<file path="src/hdl/jamd_pkg.sv">
// Shared constants, types and helpers of the jet area median density block.
package jamd_pkg;

	localparam int MAX_JETS   = 256;
	localparam int BAND_COUNT = 5;
	localparam int AW         = $clog2(MAX_JETS);
	localparam int CW         = $clog2(MAX_JETS + 1);
	localparam int CFG_W      = 12;
	localparam int CFG_IDX_W  = 3;
	localparam int REG_W      = 3;
	localparam int PASS_W     = 5;
	localparam int LAST_PASS  = 16;
	localparam int DIV_STEPS  = 16;

	typedef enum logic [CFG_IDX_W-1:0] {
		REG_EXCLUDED = 3'd0,
		REG_ETA_MIN  = 3'd1,
		REG_ETA_MAX  = 3'd2,
		REG_RADIUS   = 3'd3,
		REG_INNER    = 3'd4,
		REG_MIDDLE   = 3'd5,
		REG_OUTER    = 3'd6
	} cfg_reg_t;

	// controller -> datapath
	typedef struct packed {
		logic              accept;
		logic              div_step;
		logic              store;
		logic              scan_clr;
		logic              scan_issue;
		logic              pass_fin;
		logic              emit;
		logic              ev_clr;
		logic [REG_W-1:0]  region;
		logic [PASS_W-1:0] pass;
	} cmd_t;

	// datapath -> controller
	typedef struct packed {
		logic in_keep;
		logic in_last;
		logic last_q;
		logic scan_done;
	} sts_t;

	// Signed band edge from the list [-outer,-middle,-inner,inner,middle,outer];
	// indexes past the end clamp to +outer.
	function automatic logic signed [13:0] band_edge(input logic [REG_W-1:0] idx,
			input logic [10:0] inner, input logic [10:0] middle,
			input logic [10:0] outer);
		logic signed [13:0] e;
		unique case (idx)
			3'd0: e = -$signed({3'b000, outer});
			3'd1: e = -$signed({3'b000, middle});
			3'd2: e = -$signed({3'b000, inner});
			3'd3: e = $signed({3'b000, inner});
			3'd4: e = $signed({3'b000, middle});
			default: e = $signed({3'b000, outer});
		endcase
		return e;
	endfunction

endpackage

</file>
<file path="src/hdl/jamd_ctrl.sv">
// Controller: sequences loading, division, store scans and result emission.
module jamd_ctrl (
	input  logic           clk,
	input  logic           arst_n,
	input  logic           start,
	input  jamd_pkg::sts_t sts,
	output jamd_pkg::cmd_t cmd,
	output logic           busy
);

	typedef enum logic [6:0] {
		ST_IDLE  = 7'b0000001,
		ST_DIV   = 7'b0000010,
		ST_STORE = 7'b0000100,
		ST_SCAN  = 7'b0001000,
		ST_DRAIN = 7'b0010000,
		ST_FIN   = 7'b0100000,
		ST_EMIT  = 7'b1000000
	} state_t;

	state_t state_q, state_d;
	logic [3:0] step_q, step_d;
	logic [jamd_pkg::PASS_W-1:0] pass_q, pass_d;
	logic [jamd_pkg::REG_W-1:0]  region_q, region_d;

	assign busy = state_q != ST_IDLE;

	always_comb begin
		state_d  = state_q;
		step_d   = step_q;
		pass_d   = pass_q;
		region_d = region_q;
		cmd      = '0;
		cmd.region = region_q;
		cmd.pass   = pass_q;
		unique case (state_q)
			ST_IDLE: begin
				if (start) begin
					cmd.accept = 1'b1;
					if (sts.in_keep) begin
						step_d  = '0;
						state_d = ST_DIV;
					end else if (sts.in_last) begin
						region_d = '0;
						pass_d = '0;
						cmd.scan_clr = 1'b1;
						state_d = ST_SCAN;
					end
				end
			end
			ST_DIV: begin
				cmd.div_step = 1'b1;
				step_d = step_q + 4'd1;
				if (step_q == 4'(jamd_pkg::DIV_STEPS - 1)) begin
					state_d = ST_STORE;
				end
			end
			ST_STORE: begin
				cmd.store = 1'b1;
				if (sts.last_q) begin
					region_d = '0;
					pass_d = '0;
					cmd.scan_clr = 1'b1;
					state_d = ST_SCAN;
				end else begin
					state_d = ST_IDLE;
				end
			end
			ST_SCAN: begin
				if (sts.scan_done) begin
					state_d = ST_DRAIN;
				end else begin
					cmd.scan_issue = 1'b1;
				end
			end
			ST_DRAIN: begin
				state_d = ST_FIN;
			end
			ST_FIN: begin
				cmd.pass_fin = 1'b1;
				if (pass_q == jamd_pkg::PASS_W'(jamd_pkg::LAST_PASS)) begin
					state_d = ST_EMIT;
				end else begin
					pass_d = pass_q + 1'b1;
					cmd.scan_clr = 1'b1;
					state_d = ST_SCAN;
				end
			end
			ST_EMIT: begin
				cmd.emit = 1'b1;
				if (region_q == jamd_pkg::REG_W'(jamd_pkg::BAND_COUNT)) begin
					cmd.ev_clr = 1'b1;
					state_d = ST_IDLE;
				end else begin
					region_d = region_q + 1'b1;
					pass_d = '0;
					cmd.scan_clr = 1'b1;
					state_d = ST_SCAN;
				end
			end
			default: state_d = ST_IDLE;
		endcase
	end

	always_ff @(posedge clk or negedge arst_n) begin
		if (!arst_n) begin
			state_q  <= ST_IDLE;
			step_q   <= '0;
			pass_q   <= '0;
			region_q <= '0;
		end else begin
			state_q  <= state_d;
			step_q   <= step_d;
			pass_q   <= pass_d;
			region_q <= region_d;
		end
	end

endmodule

</file>
<file path="config.mk">
export PLATFORM = sky130hd
export DESIGN_NAME = jamd_ctrl
export DESIGN_NICKNAME = d
export VERILOG_FILES = /design/src/hdl/jamd_pkg.sv /design/src/hdl/jamd_ctrl.sv
export SDC_FILE = /design/constraint.sdc
export NUM_CORES = 1
export LEC_CHECK = 0
export ABC_CLOCK_PERIOD_IN_PS = 5000
export BUFFER_PORTS_ARGS = -buffer_cell sky130_fd_sc_hd__buf_4
export CELL_PAD_IN_SITES_DETAIL_PLACEMENT = 0
export CELL_PAD_IN_SITES_GLOBAL_PLACEMENT = 1
export CORE_ASPECT_RATIO = 1.25
export CORE_MARGIN = 2
export CORE_UTILIZATION = 44
export CTS_CLUSTER_SIZE = 24
export DETAILED_ROUTE_END_ITERATION = 7
export GPL_TIMING_DRIVEN = 0
export PLACE_DENSITY_LB_ADDON = 0.25
export SETUP_SLACK_MARGIN = 0.5
export SLEW_MARGIN = 20
export SYNTH_ARGS = -nofsm -noshare
export SYNTH_HDL_FRONTEND = slang
export SYNTH_SLANG_ARGS = --single-unit
</file>
<file path="constraint.sdc">
create_clock -name clk -period 5 [get_ports clk]
set_clock_uncertainty 0.2 [all_clocks]
set_input_delay 1 -clock clk [delete_from_list [all_inputs] [get_ports clk]]
set_output_delay 1 -clock clk [all_outputs]
set_load 0.005 [all_outputs]
</file>
==> reports/qor.txt <==
POWER
-------------------------------------------------------------------------------------------------
Power share of the clock group                                                              16.0%
Maximum vdd drop                                                                         0.294 mV
Total internal power                                                                       303 µW
Share of total power consumed by net switching                                              35.3%
Power per unit of standard cell area                                                   332 nW/µm²
Total net switching power                                                                  165 µW
Combinational group share of total power                                                    37.1%
Register share of total power                                                               46.9%
Reported leakage power                                                                0.000719 µW

MIN PATH
-------------------------------------------------------------------------------------------------
Critical hold path startpoint                                                         region_q[0]
Path type of the worst min-delay path                                                register to register

RUN
-------------------------------------------------------------------------------------------------
Maximum capacitance violations                                                                  0

GLOBAL ROUTING
-------------------------------------------------------------------------------------------------
Largest net degree at the start of global routing                                              20
Global-route wire length before repair                                                    4.09 mm
Global routing's busiest layer                                                               met2
Met1 Resource Use GR                                                                        19.4%
Global-route usage over all layers                                                          17.4%
Antenna violations before repair                                                                0
Total gr overflow                                                                               0
Met3 track demand over resource                                                             2.43%
Met2 track demand over resource in global routing                                           34.0%
Number of global-route vias before repair                                                     974

CLOCK TREE
-------------------------------------------------------------------------------------------------
Worst skew pair latency                                                                   0.29 ns
Cell at the root of the clock tree                                                   sky130_fd_sc_hd__clkbuf_4
Count of H-tree levels built during CTS                                                         1
Gates resized, CTS repair                                                                       0
Number of buffers added to fix hold violations after cts                                        0
Clock tree buffer depth                                                                         2
Post-CTS Setup Bufs                                                                             0
TritonCTS clock tree                                                                        built
Clk sinks                                                                                      19
Clock transition at path regs                                                             0.10 ns
CTS Buf Count                                                                                   3

TIMING
-------------------------------------------------------------------------------------------------
Number of failing hold endpoints at the final stage                                             0
Final-report setup violation count                                                              0
Slew of the pin with the lowest slew margin                                              0.569 ns
Worst slew margin relative to its limit                                                     61.8%
Crit share post-route                                                                       70.2%
Shortest clock period the worst path allows after layout                                  3.51 ns
Setup repair after global routing missed its margin                                         false
Fin Hold WS                                                                              0.336 ns
Final-layout setup total negative slack                                                      0 ns
Max Freq                                                                                  285 MHz
Final-report max-slew violation count                                                           0

YOSYS
-------------------------------------------------------------------------------------------------
Post-synthesis sequential element count                                                        19
Synth top cells by count                                                             sky130_fd_sc_hd__dfrtp_1, sky130_fd_sc_hd__nor2_1, sky130_fd_sc_hd__inv_1, sky130_fd_sc_hd__nand3_1, sky130_fd_sc_hd__o21ai_0
Post-synthesis average cell area                                                         9.73 µm²
Cell count after synthesis                                                                    120
Most frequently used cell type in the post-synthesis netlist                         sky130_fd_sc_hd__dfrtp_1
Ys Warns                                                                                        0
Primary flip-flop cell chosen by synthesis mapping                                   sky130_fd_sc_hd__dfrtp_1
Number of enable-type register cells in the synthesized netlist                                 0
Number of nets produced by synthesis                                                          132
Fraction of the yosys area taken by sequential cells                                        40.8%
Number of distinct library cell variants in the gate-level netlist after synthesis             40
Synth area leaders                                                                   sky130_fd_sc_hd__dfrtp_1, sky130_fd_sc_hd__ha_1, sky130_fd_sc_hd__nand3_1
Area share of the largest cell type after synthesis                                         38.6%
Library cell occupying the most area in the post-synthesis netlist                   sky130_fd_sc_hd__dfrtp_1
Netlist Area Pre-Place                                                                   1170 µm²
Async set-reset flop share out of synthesis                                                  100%

CRITICAL PATH
-------------------------------------------------------------------------------------------------
Kind of end point of the critical path                                               primary output
Critical path launch point type                                                          register
Start of the worst register-to-register path                                            pass_q[0]
Data arrival time of the worst path                                                       2.31 ns
Required time of the critical path                                                        3.80 ns
Maximum net fanout on the critical path                                                         7
Crit path from                                                                          pass_q[0]
CP Cell Sequence                                                                     inv_1 -> ha_1 -> nor4bb_1 -> o2bb2ai_1 -> a221oi_2 -> inv_1 -> buf_4
Critical-path top delay cell                                                         sky130_fd_sc_hd__a221oi_2
Buffers & Inverters on Critical Path                                                            3
Most frequent CP cell                                                                sky130_fd_sc_hd__inv_1
Setup Crit Path Kind                                                                 register to primary output
Largest stage delay on the critical path                                                  0.51 ns
Largest delay share family, worst path                                               compound AO/OA/AOI/OAI gates

FINAL LAYOUT
-------------------------------------------------------------------------------------------------
Design Area, Final                                                                       1410 µm²
Final layout net count                                                                        160
Final Core Density                                                                          56.8%
Area Growth Syn to Fin                                                                      20.6%
Fraction of final layout cells sized beyond drive strength 1                                25.9%
Total inserted antenna cells                                                                    0
Non-Filler Instances                                                                          180

PLACE
-------------------------------------------------------------------------------------------------
Dpl cell area                                                                            1380 µm²
Final Wtd Congestion                                                                        0.831
Port bufs                                                                                      23
HPWL after detailed placement                                                             1.92 mm
Placed Instances                                                                              176

ROUTING
-------------------------------------------------------------------------------------------------
Detailed Routing Iterations Pass 1                                                              4
Number of nets still failing antenna checks after routing                                       0
Final routed wirelength across all metal layers                                           2.45 mm
Drt wl/cell                                                                               13.6 µm
Vias per Instance                                                                            5.47
DRC violation count after routing                                                               0
Routed vias                                                                                   984
Iteration-0 DRC Markers                                                                        22

FLOORPLAN
-------------------------------------------------------------------------------------------------
Area of the die                                                                          3080 µm²
Initial standard-cell utilization of the core                                               47.1%
Core Rows                                                                                      20
Die height                                                                                61.6 µm
Die Span X                                                                                50.1 µm
Number of ports placed on the die boundary                                                     24
Core area                                                                                2480 µm²

OUTCOME
-------------------------------------------------------------------------------------------------
Run status                                                                           finished clean

## per-layer routing
metal / part of all wire [%] / wire, µm / vias up
li1: - / - / 489
met1: 43 / 1040 / 475
met2: 54 / 1320 / 18
met3: 3.0 / 73 / 2
met4: 0.69 / 17 / 0
met5: 0 / 0 / -
## cell families after synthesis
| logic type | share of synthesized area (%) |
|---|---|
| flip-flops | 40.8 |
| multiplexers | 0.965 |
| XOR/XNOR | 4.50 |
| AND/OR/NAND/NOR | 31.0 |
| AO/OA/AOI/OAI | 13.3 |
| adder cells (fa/ha/maj) | 5.36 |
| buffers and inverters | 4.07 |
## worst register-to-register path, stage by stage (launching register included)
cell	delay (ns)
sky130_fd_sc_hd__dfrtp_1	0.42
sky130_fd_sc_hd__inv_1	0.10
sky130_fd_sc_hd__ha_1	0.15
sky130_fd_sc_hd__nor4bb_1	0.46
sky130_fd_sc_hd__o2bb2ai_1	0.16
sky130_fd_sc_hd__a221oi_2	0.51
sky130_fd_sc_hd__o21ai_0	0.17
## placed cells by master, fill, tap and decap left out, drive strengths merged, types with 5 or more instances in the layout
cell	synthesis	final
buf	2	25
dfrtp	18	18
inv	10	10
nand3	10	10
o21ai	9	9
ha	5	5
nor2	12	12
## power groups by stage
stage	Sequential [µW]	Combinational, µW	Clock (µW)
global placement	220	167	0
detailed placement	222	175	0
floorplan	215	109	0
CTS	219	176	78.0
finish	220	173	74.8
global route	225	196	86.5
## final cells by class
cell class | count | area [µm²]
clock buffer | 4 | 26.3
timing repair buffer | 23 | 173
sequential | 19 | 477
tap | 33 | 41.3
fill | 233 | 1070
multi-input combinational | 89 | 643
buffer | 2 | 10.0
inverter | 10 | 37.5
## registers in the layout (all words and copies together), names as in the netlist
signal,count
pass_q,5
region_q,3
state_q,7
step_q,4
## stage by stage
| stage | total power, µW | setup slack (ns) |
|---|---|---|
| global route | 508 | 1.33 |
| CTS | 473 | 1.47 |
| floorplan | 324 | 2.08 |
| detailed placement | 397 | 1.62 |
| finish | 468 | 1.49 |
| global placement | 387 | 1.62 |
## path summary, 6_finish.rpt
path                                to  slack (ns)  cells past startpoint
max in group asynchronous   state_q[0]        3.98                      1
max                            cmd[12]        1.49                      7
max reg2reg                 state_q[3]        2.69                      6
min in group asynchronous   state_q[2]        0.36                      1
min                        region_q[0]        0.34                      1
min reg2reg                region_q[0]        0.34                      1
No activity file was read; power rests on OpenSTA's default activity.
